--- config.mk ---
export PLATFORM = sky130hd
export DESIGN_NAME = clb_ram
export DESIGN_NICKNAME = d
export VERILOG_FILES = /design/src/sv/clb_ram.sv
export SDC_FILE = /design/constraint.sdc
export NUM_CORES = 1
export LEC_CHECK = 0
export BUFFER_PORTS_ARGS = -buffer_cell sky130_fd_sc_hd__buf_2
export CAP_MARGIN = 20
export CORE_MARGIN = 1.5
export CORE_UTILIZATION = 65
export DETAILED_ROUTE_END_ITERATION = 16
export PLACE_DENSITY = 0.84
export SLEW_MARGIN = 40
export SYNTH_ARGS = -nofsm -noshare
export SYNTH_HDL_FRONTEND = slang
export SYNTH_SLANG_ARGS = --single-unit
--- constraint.sdc ---
create_clock -name clk_i -period 4.2 [get_ports clk_i]
set_input_delay 0.21 -clock clk_i [delete_from_list [all_inputs] [get_ports clk_i]]
set_output_delay 0.21 -clock clk_i [all_outputs]
set_load 0.02 [all_outputs]
--- src/sv/clb_ram.sv ---
// Generic simple dual-port RAM with one write port and a registered read port.
// Standalone; no package needed.
`default_nettype none

module clb_ram #(
  parameter int unsigned WIDTH = 8,
  parameter int unsigned DEPTH = 16
) (
  input  wire logic                                   clk_i,
  input  wire logic                                   we_i,
  input  wire logic [((DEPTH > 1) ? $clog2(DEPTH) : 1)-1:0] waddr_i,
  input  wire logic [WIDTH-1:0]                       wdata_i,
  input  wire logic                                   re_i,
  input  wire logic [((DEPTH > 1) ? $clog2(DEPTH) : 1)-1:0] raddr_i,
  output logic      [WIDTH-1:0]                       rdata_o
);

  logic [WIDTH-1:0] mem [DEPTH];

  // Write port.
  always_ff @(posedge clk_i) begin
    if (we_i) begin
      mem[waddr_i] <= wdata_i;
    end
  end

  // Read port; data holds while no read is issued.
  always_ff @(posedge clk_i) begin
    if (re_i) begin
      rdata_o <= mem[raddr_i];
    end
  end

endmodule

`default_nettype wire

Yosys cells after proc, flatten, opt, wreduce, memory -nomap -nowiden. Memories as Yosys holds them, arrays and structs flattened. A register that Yosys moved wholly into a read port is not among the register bits. Index checks and enable logic that the tools add are counted.

Logic and storage cells: 3. Output and inout bits: 8. Memories kept: 1. Register bits: 0. Bits of input ports: 19. RAM bits: 128.

Memory list: mem (words 16, bits a word 8, rd ports 1, clocked after memory_dff 1, wr ports 1, RTL line 18) `logic [WIDTH-1:0] mem [DEPTH];`.

Mux-type cells: 2.

Operator list (count): two-way mux 1 bit (2).

Logic depth before layout (Yosys ltp). Gate-level depths: netlist (run 1).

Depth after elaboration: 2. Mapped depth: 5. Depth with buffers taken out: 3.

Worst setup path before layout (run 1). No wires, ideal clock.

Kind: input -> register. From: input port waddr_i[2] (netlist name). To: memory mem[0][0], enable pin. Path buffers: 0. Path slack: 2.497 ns. Stages: 2. Data arrival time: 1.320 ns. Library setup time: 0.383 ns. Required time: 3.817 ns. Cell sequence: or3b_2 > nor3_1.

RTL lines: from (decl) (RTL line 11) `input wire logic [((DEPTH > 1) ? $clog2(DEPTH) : 1)-1:0] waddr_i,`; to (decl) (RTL line 18).

Straight into the memory's write port.

==> impl_metrics.sql, run 1 <==
INSERT INTO impl_metrics (metric_group, metric, value, unit) VALUES
('run_status', 'outcome', 'finished, final reports clean', ''),
('clock_network', 'cts_tree', 'yes', ''),
('clock_network', 'cts.sinks', '136', ''),
('sta', 'timing_hold_violations_final', '0', ''),
('power', 'ir_worst_vdd', '0.334', 'mV'),
('clock_network', 'post_cts_resized', '0', ''),
('sta', 'tightest_slew', '0.780', 'ns'),
('critical_path', 'critPathSlowestCell', 'mux4_1', ''),
('floorplan', 'fp-row-count', '32', ''),
('floorplan', 'design.core.area', '7770', 'µm²'),
('place', 'gp_congestion', '0.730', ''),
('floorplan', 'die-area', '8590', 'µm²'),
('synthesis', 'synth.ff_latch_count', '136', ''),
('place', 'hpwlAfterDp', '5.92', 'mm'),
('route', 'wl', '10.8', 'mm'),
('power', 'cell_internal_pwr', '2.56', 'mW'),
('sta', 'worst_slew_margin_rel', '0.478', ''),
('route', 'number_of_detailed_routing_iterations_run_before_antenna_repair', '4', ''),
('route', 'routed_via_density', '6.52', ''),
('flow_run', 'max-cap-violations', '0', ''),
('power', 'power.switching', '0.663', 'mW'),
('critical_path', 'worst-setup-path-type', 'reg -> reg', ''),
('clock_network', 'ctsHtreeMaxLevel', '4', ''),
('sta', 'fin_tns_setup', '0', 'ns'),
('global_routing', 'grt_pass1_vias', '2674', ''),
('floorplan', 'pin_count', '27', ''),
('route', 'drtAntennaViolNets', '0', ''),
('critical_path', 'cp.buffers_inverters', '0', ''),
('global_routing', 'grt_antenna_before_repair', '0', ''),
('synthesis', 'yosys_warnings', '0', ''),
('global_routing', 'globalRouteOverflowTotal', '0', ''),
('clock_network', 'max_root_sink_buffers', '2', ''),
('synthesis', 'synth_fp_nets', '248', ''),
('global_routing', 'grt_start_max_net_pins', '33', ''),
('power', 'power.share.switching', '0.206', ''),
('route', 'number_of_drc_violations_after_detailed_routing_iteration_0', '219', ''),
('finish', 'fillCellCount', '393', ''),
('clock_network', 'post_cts.repair.setup_buffers', '0', ''),
('finish', 'nNetsFinal', '287', ''),
('finish', 'final_core_utilization', '0.782', ''),
('sta', 'final_number_of_max_transition_violations', '0', ''),
('critical_path', 'cp_data_arrival_time', '1.82', 'ns'),
('critical_path', 'cp_top_family', 'multiplexers', ''),
('finish', 'syn_to_final_growth', '16.2', '%'),
('place', 'port_buffers', '26', ''),
('clock_network', 'holdBufCountCts', '0', ''),
('finish', 'most_frequent_cells_in_the_layout', 'edfxtp_1 (136), buf_2 (25), mux4_2 (18), a22oi_1 (16), clkbuf_16 (16)', ''),
('power', 'p_comb_frac', '0.044', ''),
('finish', 'antenna-diode-count', '0', ''),
('synthesis', 'synth-seq-area-share', '0.781', ''),
('synthesis', 'synthesized_netlist_cell_count', '229', ''),
('floorplan', 'initial_utilization', '0.673', ''),
('finish', 'most_common_library_cell_in_the_layout_ignoring_fill_and_taps', 'edfxtp_1', ''),
('critical_path', 'crit_chain', 'mux4_1 > a22oi_1 > nand2_1', ''),
('sta', 'final_period_minus_worst_setup_slack', '1.56', 'ns'),
('route', 'via_count', '2498', ''),
('global_routing', 'grt_usage', '0.281', ''),
('critical_path', 'critical_path.startpoint_type', 'register', ''),
('critical_path', 'required', '4.46', 'ns'),
('floorplan', 'die_width', '92.7', 'µm'),
('clock_network', 'clk_latency', '0.52', 'ns'),
('synthesis', 'synthesis.area_per_instance', '22.8', 'µm²'),
('critical_path', 'endpoint_kind', 'register', ''),
('sta', 'timing.final.crit_share', '0.371', ''),
('route', 'routedWlPerCell', '28.2', 'µm'),
('clock_network', 'cts_buffers', '17', ''),
('power', 'power_density', '530', 'nW/µm²'),
('power', 'power.static_leakage', '2.02', 'nW'),
('floorplan', 'chipHeight', '92.7', 'µm'),
('finish', 'post_route_cells_drive_above_1_share', '0.320', ''),
('critical_path', 'crit_fanout', '1', ''),
('global_routing', 'grt_first_pass_wirelength', '16.3', 'mm'),
('power', 'seq_power_share', '0.479', ''),
('synthesis', 'synth.distinct_cells', '18', ''),
('sta', 'whs', '0.0713', 'ns'),
('worst_hold_path', 'hp-class', 'in -> reg', ''),
('clock_network', 'clock_tree.root_cell', 'clkbuf_8', ''),
('clock_network', 'clk_pin_slew', '0.06', 'ns'),
('sta', 'skew', '0.0119', 'ns'),
('power', 'power.share.clock', '0.477', ''),
('route', 'drc', '0', ''),
('sta', 'grt_setup_unrepaired', 'no', ''),
('critical_path', 'max_stage_delay', '0.58', 'ns'),
('sta', 'finalSetupViolations', '0', ''),
('sta', 'max_freq', '642', 'MHz'),
('synthesis', 'cell_area_after_synthesis', '5230', 'µm²');
## through the flow
step | total power [mW] | cells | area, µm² | worst slack [ns]
after global placement | 1.70 | 351 | 5430 | 1.88
after floorplan | 1.65 | 229 | 5230 | 2.50
final | 3.22 | 383 | 6070 | 2.64
after CTS | 3.22 | 383 | 6050 | 2.66
after detailed placement | 1.70 | 351 | 5440 | 2.18
after global routing | 3.28 | 383 | 6070 | 2.62
## sequential cells by signal (all words and copies together) (netlist names)
register / count
mem: 128
rdata_o: 8
## worst register-to-register path, cell delays in order (launching register included)
cell      delay (ns)
edfxtp_1        0.40
mux4_1          0.58
a22oi_1         0.24
nand2_1         0.07
## cells by family (layout without fill, tap and decap cells)
logic type | after synthesis | count (layout) | synth area share
buffers and inverters | 10 | 62 | 0.0165
DFF | 136 | 136 | 0.781
and+or+nand+nor | 35 | 35 | 0.0314
muxes | 32 | 32 | 0.148
AOI/OAI and AO/OA | 16 | 16 | 0.0230
## power groups by stage
stage	registers [mW]	logic, mW	clock network, mW
floorplan	1.57	0.0772	0
detailed placement	1.57	0.137	0
global route	1.54	0.151	1.59
CTS	1.54	0.140	1.54
finish	1.54	0.141	1.54
global placement	1.57	0.132	0
## per-layer routing
metal	track usage	part of all wire
met2	0.453	0.51
met5	0	0
met1	0.377	0.40
met4	0.125	0.028
met3	0.0624	0.061
## final timing paths
check | start | endpoint | slack (ns) | depth (start not counted)
hold reg to reg | mem[11][1] | rdata_o[1] | 0.77 | 3
hold / removal | re_i | rdata_o[4] | 0.07 | 1
setup reg to reg | mem[9][5] | rdata_o[5] | 2.64 | 3
setup / recovery | mem[9][5] | rdata_o[5] | 2.64 | 3
## cells in the mapped netlist
| library cell | n | area, µm² |
|---|---|---|
| mux4_2 | 18 | 405 |
| buf_4 | 1 | 7.51 |
| nor3_1 | 4 | 20.0 |
| buf_6 | 3 | 33.8 |
| mux4_1 | 14 | 368 |
| and2_1 | 1 | 6.26 |
| a22oi_1 | 16 | 120 |
| nand3_1 | 1 | 5.00 |
| edfxtp_1 | 136 | 4080 |
| buf_2 | 3 | 15.0 |
| nor2b_1 | 1 | 6.26 |
| nor2_1 | 13 | 48.8 |
| nand3b_1 | 2 | 15.0 |
| or3b_2 | 1 | 8.76 |
| nand2b_1 | 2 | 12.5 |
| clkdlybuf4s25_2 | 3 | 30.0 |
| and2b_1 | 1 | 7.51 |
| nand2_1 | 9 | 33.8 |
## area by class of cell
| class | count | area (µm²) | area share |
|---|---|---|---|
| well taps | 102 | 128 | 0.0210 |
| repair buffers | 30 | 163 | 0.0268 |
| flip-flops and latches | 136 | 4080 | 0.672 |
| multi-input cells | 83 | 1080 | 0.179 |
| clock buffers | 19 | 422 | 0.0694 |
| clock inverters | 13 | 193 | 0.0317 |
(Power assumes the default switching activity.)
==> inputs of run 2 (changes only) <==
--- a/config.mk
+++ b/config.mk
@@ -8,9 +8,9 @@
 export BUFFER_PORTS_ARGS = -buffer_cell sky130_fd_sc_hd__buf_2
 export CAP_MARGIN = 20
 export CORE_MARGIN = 1.5
-export CORE_UTILIZATION = 65
+export CORE_UTILIZATION = 54
 export DETAILED_ROUTE_END_ITERATION = 16
-export PLACE_DENSITY = 0.84
+export PLACE_DENSITY = 0.74
 export SLEW_MARGIN = 40
 export SYNTH_ARGS = -nofsm -noshare
 export SYNTH_HDL_FRONTEND = slang
==> constraint.sdc (replaced) <==
create_clock -name clk_i -period 1.4 [get_ports clk_i]
set_input_delay 0.07 -clock clk_i [delete_from_list [all_inputs] [get_ports clk_i]]
set_output_delay 0.07 -clock clk_i [all_outputs]
set_load 0.02 [all_outputs]
==> impl_metrics.sql, run 2 (synthesized netlist as in run 1, its figures left out) <==
INSERT INTO impl_metrics (metric_group, metric, value, unit) VALUES
('finish', 'number_of_flip_flops_under_the_largest_register_name', '128', ''),
('critical_path', 'max_stage_delay', '0.49', 'ns'),
('finish', 'nNetsFinal', '313', ''),
('critical_path', 'worst-setup-path-type', 'reg -> reg', ''),
('finish', 'reg.largest.list', 'mem x128, rdata_o x8', ''),
('finish', 'syn_to_final_growth', '20.8', '%'),
('clock_network', 'ctsHtreeMaxLevel', '4', ''),
('route', 'routedWlPerCell', '23.3', 'µm'),
('floorplan', 'chipHeight', '101', 'µm'),
('power', 'power.static_leakage', '2.09', 'nW'),
('finish', 'final_area', '6320', 'µm²'),
('sta', 'final_period_minus_worst_setup_slack', '1.45', 'ns'),
('critical_path', 'critical_path.startpoint_type', 'register', ''),
('finish', 'post_route_cells_drive_above_1_share', '0.410', ''),
('worst_hold_path', 'hp-class', 'in -> reg', ''),
('critical_path', 'required', '1.66', 'ns'),
('sta', 'grt_setup_unrepaired', 'yes', ''),
('run_status', 'failing_checks', 'negative setup slack', ''),
('run_status', 'outcome', 'finished, violations left', ''),
('floorplan', 'design.core.area', '9330', 'µm²'),
('route', 'number_of_detailed_routing_iterations_run_before_antenna_repair', '4', ''),
('sta', 'tightest_slew', '0.556', 'ns'),
('power', 'power_density', '1470', 'nW/µm²'),
('floorplan', 'die_width', '101', 'µm'),
('power', 'p_comb_frac', '0.054', ''),
('clock_network', 'cts.sinks', '136', ''),
('sta', 'timing.final.crit_share', '1.03', ''),
('sta', 'worst_slew_margin_rel', '0.629', ''),
('clock_network', 'clk_latency', '0.52', 'ns'),
('floorplan', 'pin_count', '27', ''),
('power', 'seq_power_share', '0.496', ''),
('route', 'drc', '0', ''),
('finish', 'fillCellCount', '573', ''),
('finish', 'largest_register', 'mem', ''),
('place', 'hpwlAfterDp', '5.95', 'mm'),
('route', 'via_count', '2518', ''),
('critical_path', 'endpoint_kind', 'register', ''),
('power', 'cell_internal_pwr', '7.35', 'mW'),
('route', 'drtAntennaViolNets', '0', ''),
('sta', 'timing_hold_violations_final', '0', ''),
('global_routing', 'grt_start_max_net_pins', '21', ''),
('power', 'ir_worst_vdd', '0.871', 'mV'),
('finish', 'antenna-diode-count', '0', ''),
('finish', 'most_common_library_cell_in_the_layout_ignoring_fill_and_taps', 'edfxtp_1', ''),
('place', 'dpl-instance-area', '5630', 'µm²'),
('place', 'port_buffers', '26', ''),
('critical_path', 'crit_fanout', '1', ''),
('global_routing', 'grt_usage', '0.227', ''),
('place', 'gp_congestion', '0.764', ''),
('finish', 'finalNonFillerCells', '436', ''),
('critical_path', 'cp_top_family', 'multiplexers', ''),
('power', 'power.share.switching', '0.210', ''),
('clock_network', 'clock_tree.root_cell', 'clkbuf_8', ''),
('flow_run', 'max-cap-violations', '0', ''),
('finish', 'final_core_utilization', '0.677', ''),
('critical_path', 'cp_data_arrival_time', '1.71', 'ns'),
('finish', 'most_frequent_cells_in_the_layout', 'edfxtp_1 (136), mux4_2 (31), buf_2 (26), buf_4 (18), clkbuf_16 (16)', ''),
('clock_network', 'clk_pin_slew', '0.06', 'ns'),
('global_routing', 'grt_antenna_before_repair', '0', ''),
('place', 'placed_cells_incl_taps', '395', ''),
('sta', 'final_number_of_max_transition_violations', '0', ''),
('global_routing', 'grt_pass1_vias', '2639', ''),
('clock_network', 'max_root_sink_buffers', '2', ''),
('power', 'power.switching', '1.96', 'mW'),
('floorplan', 'fp-row-count', '35', ''),
('clock_network', 'cts_tree', 'yes', ''),
('route', 'wl', '10.2', 'mm'),
('power', 'post-layout-total-power', '9.31', 'mW'),
('route', 'routed_via_density', '5.78', ''),
('sta', 'max_freq', '690', 'MHz'),
('sta', 'fin_tns_setup', '-0.0613', 'ns'),
('floorplan', 'die-area', '10300', 'µm²'),
('critical_path', 'regToRegSetupSlack', '-0.05', 'ns'),
('sta', 'setup_slack', '-0.0489', 'ns'),
('power', 'power.share.clock', '0.450', ''),
('critical_path', 'crit_chain', 'mux4_2 > a22oi_2 > nand2_1', ''),
('finish', 'final-seq-area', '4080', 'µm²'),
('sta', 'finalSetupViolations', '3', ''),
('sta', 'skew', '0.00882', 'ns'),
('global_routing', 'grt_first_pass_wirelength', '15.6', 'mm'),
('floorplan', 'initial_utilization', '0.560', ''),
('critical_path', 'cp.buffers_inverters', '0', ''),
('clock_network', 'cts_buffers', '17', ''),
('global_routing', 'globalRouteOverflowTotal', '0', ''),
('finish', 'multiInputGateArea', '1090', 'µm²'),
('route', 'number_of_drc_violations_after_detailed_routing_iteration_0', '207', ''),
('critical_path', 'critPathSlowestCell', 'mux4_2', '');
## run 2: per-stage QoR
stage / setup WS [ns] / hold slack [ns]
5_1_grt: -0.0486 / 0.107
3_3_place_gp: -0.194 / 0.449
2_1_floorplan: 0.0476 / 0.169
6_report: -0.0489 / 0.116
4_1_cts: -0.0437 / 0.0910
3_5_place_dp: -0.222 / 0.462
## run 2: final cells by class
| type | instances | area share |
|---|---|---|
| Clock inverter | 14 | 0.0240 |
| Clock buffer | 18 | 0.0662 |
| Multi-Input combinational cell | 83 | 0.172 |
| Timing Repair Buffer | 56 | 0.0658 |
| Sequential cell | 136 | 0.647 |
| Tap cell | 129 | 0.0256 |
## run 2: final timing paths
check | start | end | cells past startpoint
max | mem[8][7] | rdata_o[7] | 3
max reg2reg | mem[8][7] | rdata_o[7] | 3
min reg2reg | mem[4][7] | rdata_o[7] | 3
min | waddr_i[0] | mem[0][5] | 3
## run 2: worst min-delay path, delay by kind of cell
| kind | cells | cell delay [ns] |
|---|---|---|
| buf+inv | 2 | 0.32 |
| simple gates | 1 | 0.06 |
## run 2: layer usage
metal | wire (µm) | up-vias | global-route usage
li1 | - | 1096 | -
met1 | 3880 | 1285 | 0.302
met2 | 5340 | 128 | 0.368
met3 | 834 | 9 | 0.0566
met4 | 102 | 0 | 0.0908
met5 | 0 | - | 0
## run 2: power groups by stage
stage | Clock, mW | Combinational (mW) | Sequential, mW
4_1_cts | 4.26 | 0.492 | 4.62
2_1_floorplan | 0 | 0.232 | 4.72
5_1_grt | 4.44 | 0.540 | 4.62
3_3_place_gp | 0 | 0.433 | 4.69
3_5_place_dp | 0 | 0.445 | 4.70
6_report | 4.19 | 0.500 | 4.62
## run 2: timing repair
action | in CTS | in global routing
buffers inserted | 0 | 0
setup endpoints to repair | 8 | 8
gates resized for setup | 16 | 11
hold buffers | 9 | 0
pin swaps | 5 | 6
hold endpoints to repair | 136 | 0
