$ cat src/sv/clb_pkg.sv
// Shared types and constants for the cell list binning block.
// Used by cell_list_binning and clb_axis_map; depends on nothing else.
`default_nettype none

package clb_pkg;

  // Fixed field widths of the beats.
  localparam int unsigned KIND_W    = 2;
  localparam int unsigned PIDX_W    = 12;
  localparam int unsigned POS_W     = 24;
  localparam int unsigned QCELL_W   = 6;
  localparam int unsigned OCELL_W   = 6;
  localparam int unsigned LINK_W    = 12;
  localparam int unsigned CPS_W     = 7;
  localparam int unsigned INV_W     = 16;

  // Configuration port.
  localparam int unsigned CFG_IDX_W  = 1;
  localparam int unsigned CFG_DATA_W = 16;
  localparam logic [CFG_IDX_W-1:0] CFG_CELLS_PER_SIDE = 1'd0;
  localparam logic [CFG_IDX_W-1:0] CFG_INV_CELL_SIZE  = 1'd1;
  localparam logic [CPS_W-1:0] CPS_RESET = 7'd64;
  localparam logic [INV_W-1:0] INV_RESET = 16'd16384;

  // Width of the clear generation tag kept with each cell head.
  localparam int unsigned EPOCH_W = 4;

  // Item kinds.
  localparam logic [KIND_W-1:0] KIND_CLEAR     = 2'd0;
  localparam logic [KIND_W-1:0] KIND_INSERT    = 2'd1;
  localparam logic [KIND_W-1:0] KIND_READ_HEAD = 2'd2;
  localparam logic [KIND_W-1:0] KIND_READ_LINK = 2'd3;

  typedef struct packed {
    logic [KIND_W-1:0]       kind;
    logic [PIDX_W-1:0]       particle_index;
    logic signed [POS_W-1:0] pos_x;
    logic signed [POS_W-1:0] pos_y;
    logic [QCELL_W-1:0]      query_cell_x;
    logic [QCELL_W-1:0]      query_cell_y;
  } in_beat_t;

  typedef struct packed {
    logic [OCELL_W-1:0] cell_x;
    logic [OCELL_W-1:0] cell_y;
    logic [LINK_W-1:0]  link;
    logic               link_valid;
  } out_beat_t;

  // A list pointer: valid flag and particle number.
  typedef struct packed {
    logic              valid;
    logic [LINK_W-1:0] idx;
  } link_t;

  // A cell head entry: pointer tagged with the clear generation that wrote it.
  typedef struct packed {
    logic [EPOCH_W-1:0] epoch;
    link_t              link;
  } head_t;

endpackage

`default_nettype wire

$ cat src/sv/clb_axis_map.sv
// Maps one coordinate to a cell index: scale by the reciprocal, floor, clamp.
// Depends on clb_pkg for field widths.
`default_nettype none

module clb_axis_map #(
  parameter int unsigned GRID_SIDE = 64
) (
  input  wire logic                                  clk_i,
  input  wire logic                                  en_i,
  input  wire logic signed [clb_pkg::POS_W-1:0]      pos_i,
  input  wire logic [clb_pkg::INV_W-1:0]             inv_i,
  input  wire logic [clb_pkg::CPS_W-1:0]             cps_i,
  output logic [((GRID_SIDE > 1) ? $clog2(GRID_SIDE) : 1)-1:0] cell_o
);

  import clb_pkg::*;

  localparam int unsigned CELL_W = (GRID_SIDE > 1) ? $clog2(GRID_SIDE) : 1;
  localparam int unsigned PROD_W = POS_W + INV_W + 1;
  localparam int unsigned FRAC_W = 24;
  localparam int unsigned QUOT_W = PROD_W - FRAC_W;

  logic signed [PROD_W-1:0] prod_q;
  logic [QUOT_W-1:0]        quot;
  logic [QUOT_W-1:0]        cps_ext;
  logic [QUOT_W-1:0]        side_m1;
  logic [QUOT_W-1:0]        clamped;

  // Q7.16 times Q8.8 gives an exact Q.24 product.
  always_ff @(posedge clk_i) begin
    if (en_i) begin
      prod_q <= pos_i * $signed({1'b0, inv_i});
    end
  end

  // The floor is the integer part of the product.
  assign quot    = prod_q[PROD_W-1:FRAC_W];
  assign cps_ext = QUOT_W'(cps_i);

  // Active side: zero acts as one, values beyond the grid act as the grid side.
  always_comb begin
    if (cps_ext == '0) begin
      side_m1 = '0;
    end else if (cps_ext > QUOT_W'(GRID_SIDE)) begin
      side_m1 = QUOT_W'(GRID_SIDE - 1);
    end else begin
      side_m1 = cps_ext - QUOT_W'(1);
    end
  end

  // Negative products land in cell zero, large ones in the last cell.
  always_comb begin
    if (prod_q[PROD_W-1]) begin
      clamped = '0;
    end else if (quot > side_m1) begin
      clamped = side_m1;
    end else begin
      clamped = quot;
    end
  end

  assign cell_o = CELL_W'(clamped);

endmodule

`default_nettype wire

$ cat config.mk
export PLATFORM = sky130hd
export DESIGN_NAME = clb_axis_map
export DESIGN_NICKNAME = d
export VERILOG_FILES = /design/src/sv/clb_pkg.sv /design/src/sv/clb_axis_map.sv
export SDC_FILE = /design/constraint.sdc
export NUM_CORES = 1
export LEC_CHECK = 0
export BUFFER_PORTS_ARGS = -buffer_cell sky130_fd_sc_hd__buf_4
export CAP_MARGIN = 40
export CORE_MARGIN = 3
export CORE_UTILIZATION = 50
export CTS_CLUSTER_SIZE = 40
export DETAILED_ROUTE_END_ITERATION = 10
export PLACE_DENSITY = 0.67
export SKIP_LAST_GASP = 1
export SYNTH_ARGS = -nofsm -noshare
export SYNTH_HDL_FRONTEND = slang
export SYNTH_SLANG_ARGS = --single-unit
$ cat constraint.sdc
create_clock -name clk_i -period 8.3 [get_ports clk_i]
set_clock_uncertainty 0.1 [all_clocks]
set_input_delay 1.66 -clock clk_i [delete_from_list [all_inputs] [get_ports clk_i]]
set_output_delay 1.66 -clock clk_i [all_outputs]
set_load 0.01 [all_outputs]
== Word level (Yosys, flattened, before mapping) ==
Index checks and enable logic that the tools add are counted.
W data, S select, Z words.

* Bits in registers: 41
* Bits of input ports: 49
* Word-level logic and storage cells: 10

* Add/sub/neg operators: 1
* Multipliers: 1
* Order comparisons: 2
* Mux-type cells: 4
* Reduce and logical (&&, ||, !) cells: 1

{| class="wikitable"
|+ Operators with widths
! cell !! number
|-
| $mul A24 B17 Y41 || 1
|-
| $mux W17 || 2
|-
| $gt A17 B17 Y1 || 1
|-
| $logic_not A17 Y1 || 1
|-
| $mux W6 || 2
|-
| $sub A7 B1 Y8 const B || 1
|-
| $gt A7 B7 Y1 const B || 1
|}

== Logic depth before layout (Yosys ltp) ==
Gate-level depths: netlist of the first run.

* Depth after elaboration: 6
* Mapped depth: 23
* Gate-level depth less buffers: 22

== Worst setup path after synthesis of the first run ==
Ideal clock, no wire load.

* Path type: input -> register
* Start point: in pos_i[23] (netlist name)
* End point: reg prod_q[40] (data pin)
* Arrival: 7.079 ns
* Required time: 7.934 ns
* Setup slack: 0.855 ns
* Cell stages on the path: 20
* Cells stage by stage: clkbuf_1 > nand2_1 > fa_1 > fa_1 > inv_1 > fa_1 > fa_1 > fa_1 > inv_1 > fa_1 > inv_1 > ha_1 > nand2_1 > o21ai_1 > a21oi_1 > a211oi_2 > o2111ai_2 > a311oi_4 > mux2i_1 > nand4_1

* Longest elaborated chain between the ends: 1

{| class="wikitable"
|+ Ends and longest elaborated chain
! item !! RTL line !! source
|-
| from (decl) || clb_axis_map.sv:10 || <nowiki>input wire logic signed [clb_pkg::POS_W-1:0] pos_i,</nowiki>
|-
| $mul A24 B17 Y41 || clb_axis_map.sv:32 || <nowiki>prod_q <= pos_i * $signed({1'b0, inv_i});</nowiki>
|-
| to (signal assigned) || clb_axis_map.sv:32 ||
|-
| to (decl) || clb_axis_map.sv:23 || <nowiki>logic signed [PROD_W-1:0] prod_q;</nowiki>
|}

No other way between the ends.
A chain may end at the register's enable or synchronous reset.

== Final worst setup path of the first run ==
* Start point: in inv_i[8] (netlist name)
* End point: reg prod_q[40] (data pin)

* Longest elaborated chain between the ends: 1

{| class="wikitable"
|+ Ends and longest elaborated chain
! item !! RTL line !! source
|-
| from (decl) || clb_axis_map.sv:11 || <nowiki>input wire logic [clb_pkg::INV_W-1:0] inv_i,</nowiki>
|-
| $mul A24 B17 Y41 || clb_axis_map.sv:32 ||
|}

No other way between the ends.

==> summary.md, run 1 <==
| Metric | Value |
|---|---|
| Status | complete, no violations |
| PostCTS Resize Cnt | 0 |
| Required @ worst endpoint | 8190 ps |
| CTS Buf Count | 3 |
| WL/cell | 17.6 microns |
| Setup_tns | 0 ps |
| Endpoint class of the critical path | flip-flop |
| CP bufs+invs | 6 |
| Gr ovfl total | 0 |
| I/O pin cnt | 55 |
| DR pass1 iterations | 5 |
| Unrepaired setup endpoints after global routing | no |
| Most common cell on crit path | fa_1 |
| Hold Slack | 1700 ps |
| Largest net degree at the start of global routing | 25 |
| Hold Path Cell Cnt | 1 |
| Slowest stage delay, CP | 620 ps |
| CTS root buf | clkbuf_16 |
| Top Registers | prod_q (17) |
| GP Congestion | 0.873 |
| Post-synth ARST share | 0% |
| Period Utilization, post-route | 92.3% |
| Ant. Diodes | 0 |
| Clock Pin Slew Worst Setup and Hold Paths | 50 ps |
| Syn nets | 2155 |
| Deepest clock path buffer count | 2 |
| CTS H-tree depth | 1 |
| Dpl ws | 381 ps |
| Synth area leaders | fa_1 51%, inv_1 12%, ha_1 10% |
| Via count | 10400 |
| Die Area | 31300 sq um |
| Worst-margin pin slew | 637 ps |
| Sequential fraction of the synthesis area | 3.50% |
| Initial Util | 51.7% |
| Number of flip-flops under the largest register name | 17 |
| EDFF count, synth | 17 |
| Rows | 61 |
| DRT Wirelength | 35.1 mm |
| Crit start category | input pin |
| Vias in the first global route | 11900 |
| Netlist cell types | 45 |
| Crit path max fanout | 24 |
| Chip Width | 177 microns |
| WHS Endpoint | prod_q[24] |
| Fill cells | 2623 |
| Max cap viols | 0 |
| Most common cell in the synthesized netlist | inv_1 |
| Synth top cells by count | 458 x inv_1, 375 x fa_1, 248 x nand2_1 |
| Slowest-stage cell, CP | fa_1 |
| Setup CP Type | input pin to flip-flop |
| Clock sink count | 17 |
| Setup bufs post-CTS | 0 |
| DRC viols | 0 |
| Avg Cell Area, Syn | 9.04 sq um |
| Total core area | 28200 sq um |
| Setup ws final | 641 ps |
| Fmax | 131 MHz |
| CTS tree | built |
| Fin area | 15300 sq um |
| Largest reg by FF count | prod_q |
| Share of cells above drive strength 1 | 4.46% |
| Ys flop type | edfxtp_1 |
| Yosys top cell area share | 51.5% |
| Cells after Synth | 1613 |
| Area Growth Syn to Fin | 5.18% |
| Critical Path, Cell by Cell | buf_4 -> nand2_1 -> fa_1 -> inv_1 -> fa_1 -> inv_1 -> fa_1 -> inv_1 -> fa_1 -> fa_1 -> inv_1 -> fa_1 -> inv_1 -> ha_1 -> o21ai_0 -> a2111o_1 -> o31ai_4 -> o2111ai_2 -> a311oi_4 -> mux2i_1 -> nand4_1 |
| Drt initial violations | 597 |
| Yosys warns | 0 |
| Critical path arrival | 7550 ps |
| Layout Nets | 2158 |
| Cell area after synthesis | 14600 sq um |
| Largest area contributor in the netlist | fa_1 |
| Hold Crit Class | input pin to flip-flop |
| Die height | 177 microns |
| Antenna-violating nets left | 0 |
| First-pass GRT wire length | 59.4 mm |
| Vias/cell | 5.24 |
| Post-synthesis sequential element count | 17 |
| Number of hold buffers added after CTS | 0 |
| Initial antenna violation count | 0 |
| Post-DP Area | 15300 sq um |
| Slew HR | 57.5% |
| Global-route usage over all layers | 24.2% |
| Fin. Hold Viols | 0 |
| Fin. max-slew vios | 0 |
| Dpl hpwl | 27.9 mm |
| Post-layout min period | 7660 ps |
| Worst hold start | en_i |
| Number of setup violations in the final report | 0 |
| Worst path top cell family by delay | adder cells |
| Port bufs | 54 |
-- stage by stage --
step / util (%) / cells
5_1_grt: 54.3 / 1993
3_5_place_dp: 54.0 / 1989
6_report: 54.3 / 1993
3_3_place_gp: 54.0 / 1989
2_1_floorplan: - / 1613
4_1_cts: 54.3 / 1993
-- per-layer routing --
layer  global-route usage [%]  share of wire (%)  routed length [microns]
met3                     2.53                4.7                     1650
met4                     9.43                4.8                     1690
met2                     43.0                 51                    17900
met1                     30.5                 39                    13800
met5                        0                  0                        0
-- cell type report --
class / instances / area, sq um / area share, %
inverters: 458 / 1720 / 11.2
repair buffers: 56 / 420 / 2.74
clock buffers: 3 / 75.1 / 0.489
multi-input cells: 1080 / 12100 / 79.1
flip-flops and latches: 17 / 510 / 3.33
well taps: 378 / 473 / 3.08
clock inverters: 1 / 5.00 / 0.0326
-- kinds of logic (layout without fill, tap and decap cells) --
| kind of cell | count (synthesis) | count (layout) | synth area share [%] |
|---|---|---|---|
| flops | 17 | 17 | 3.50 |
| buf+inv | 516 | 518 | 13.3 |
| mux | 7 | 7 | 0.523 |
| compound gates | 88 | 88 | 4.28 |
| simple gates | 463 | 463 | 15.1 |
| xor+xnor | 28 | 28 | 1.68 |
| fa+ha+maj | 494 | 494 | 61.7 |
-- worst max-delay path by stage --
stage	cells after the start	end	startpoint	slack (ps)
floorplan	20	prod_q[40]	pos_i[23]	850
global route	20	prod_q[40]	inv_i[2]	300
CTS	20	prod_q[40]	inv_i[2]	650
global placement	20	prod_q[40]	inv_i[2]	500
detailed placement	20	prod_q[40]	inv_i[2]	380
finish	21	prod_q[40]	inv_i[8]	640
-- cell usage in the layout (no fill, tap or decap), drive strengths merged, types with 2 or more instances in the layout --
cell type	synthesis	final
inv	458	458
fa	375	375
nand2	248	248
and2	150	150
ha	118	118
buf	0	56
a21oi	30	30
nor2	23	23
xnor2	19	19
edfxtp	17	17
a21o	16	16
o21ai	15	15
nor3	9	9
xor2	9	9
nand3	7	7
nor2b	7	7
nand4	6	6
o21a	5	5
nand2b	5	5
mux2	5	5
and3	4	4
o211ai	3	3
clkbuf	58	3
a211oi	3	3
mux2i	2	2
a21boi	2	2
o21bai	2	2
a31oi	2	2
a2111oi	2	2
o31ai	2	2
Power of run 1 is left out: the tool's default activity adds up to more than one toggle a clock period on the data nets, which glitch-free logic cannot reach.
==> run 2, diff against run 1 <==
- CORE_ASPECT_RATIO: default -> 1.4
- SKIP_LAST_GASP: 1 -> default
- TNS_END_PERCENT: default -> 1
==> summary.md, run 2 (synthesis results as in run 1) <==
| Metric | Value |
|---|---|
| Max cap viols | 0 |
| Setup_tns | 0 ps |
| Clock sink count | 17 |
| Ant. Diodes | 0 |
| GRT busiest layer | met2 |
| Required @ worst endpoint | 8190 ps |
| Die Area | 31300 sq um |
| Layout Nets | 2159 |
| Dpl hpwl | 29.5 mm |
| Sequential Area | 510 sq um |
| Setup bufs post-CTS | 0 |
| Worst-margin pin slew | 665 ps |
| Global-route usage over all layers | 25.1% |
| PostCTS Resize Cnt | 0 |
| Fin. max-slew vios | 0 |
| Chip Width | 150 microns |
| Number of flip-flops under the largest register name | 17 |
| DP Cell Count | 1987 |
| Antenna-violating nets left | 0 |
| GR met2 Demand/Resource | 49.4% |
| Status | complete, no violations |
| Share of cells above drive strength 1 | 4.46% |
| CTS Buf Count | 3 |
| Setup CP Type | input pin to flip-flop |
| Largest reg by FF count | prod_q |
| Fill cells | 2618 |
| Unrepaired setup endpoints after global routing | no |
| Top Registers | prod_q (17) |
| Crit path max fanout | 16 |
| CTS tree | built |
| Most frequent cells in the layout | 458 x inv_1, 375 x fa_1, 248 x nand2_1 |
| Gr ovfl total | 0 |
| WL/cell | 18.4 microns |
| Non-Filler Instances | 1991 |
| CP Launch Point | inv_i[2] |
| Number of hold buffers added after CTS | 0 |
| Instance count on the critical path | 21 |
| Deepest clock path buffer count | 2 |
| Worst path top cell family by delay | adder cells |
| DR pass1 iterations | 5 |
| Die height | 208 microns |
| Rows | 73 |
| DRC viols | 0 |
| Total core area | 28600 sq um |
| Met3 usage | 1.53% |
| Vias in the first global route | 12300 |
| Slowest-stage cell, CP | fa_1 |
| Drt initial violations | 376 |
| Hold Crit Class | input pin to flip-flop |
| Vias/cell | 5.31 |
| Fin. Hold Viols | 0 |
| Via count | 10600 |
| Endpoint class of the critical path | flip-flop |
| Critical path arrival | 7650 ps |
| Initial Util | 51.0% |
| Area Growth Syn to Fin | 5.20% |
| Grt met1 use | 26.1% |
| Post-DP Area | 15300 sq um |
| Critical Path End | prod_q[40] |
| Clock Pin Slew Worst Setup and Hold Paths | 50 ps |
| Slowest stage delay, CP | 550 ps |
| Post-layout min period | 7760 ps |
| Fmax | 129 MHz |
| Footprint of the multi-input gates | 12100 sq um |
| Initial antenna violation count | 0 |
| I/O pin cnt | 55 |
| GP Congestion | 0.891 |
| Critical Path, Cell by Cell | buf_4 -> buf_4 -> nand2_1 -> fa_1 -> fa_1 -> fa_1 -> inv_1 -> fa_1 -> fa_1 -> inv_1 -> fa_1 -> inv_1 -> ha_1 -> a21oi_1 -> o21ai_0 -> a2111oi_4 -> a211oi_2 -> o2111ai_2 -> a311oi_4 -> mux2i_1 -> nand4_1 |
| Crit start category | input pin |
| Commonest non-fill, non-tap cell in the layout | inv_1 |
| Fin area | 15300 sq um |
| DRT Wirelength | 36.6 mm |
| Number of setup violations in the final report | 0 |
| Largest net degree at the start of global routing | 25 |
| Slew HR | 55.3% |
| Most common cell on crit path | fa_1 |
| CTS root buf | clkbuf_16 |
| Hold Path Cell Cnt | 1 |
| Period Utilization, post-route | 93.5% |
| First-pass GRT wire length | 60.9 mm |
| CP bufs+invs | 5 |
| Port bufs | 54 |
| CTS H-tree depth | 1 |
-- run 2: cell count changes in the layout (fill, tap and decap cells not counted), sizes merged --
cell	previous run	this run
buf	56	57
clkbuf	3	4
clkinv	1	0
-- run 2: through the flow --
step,utilization (%),worst slack [ps],hold WS [ps]
5_1_grt,53.7,264,1700
3_5_place_dp,53.4,291,1950
2_1_floorplan,-,855,1670
6_report,53.7,539,1700
3_3_place_gp,53.4,348,1950
4_1_cts,53.7,537,1700
-- run 2: worst min-delay path by stage --
stage          slack, ps          to  start
2_1_floorplan       1670  prod_q[24]   en_i
3_3_place_gp        1950  prod_q[24]   en_i
3_5_place_dp        1950  prod_q[24]   en_i
4_1_cts             1700  prod_q[34]   en_i
5_1_grt             1700  prod_q[34]   en_i
6_report            1700  prod_q[24]   en_i
-- run 2: metal layers --
layer  routed length (microns)  part of all wire (%)
met1                     11900                    32
met2                     20900                    57
met3                      1520                   4.2
met4                      2300                   6.3
met5                         0                     0
-- run 2: cell type report --
class / count / share of cell area, %
clock buffer: 4 / 0.514
inverter: 458 / 11.2
multi-input combinational: 1080 / 79.1
sequential: 17 / 3.33
tap: 375 / 3.06
timing repair buffer: 57 / 2.79
Power of run 2 is left out for the same reason.
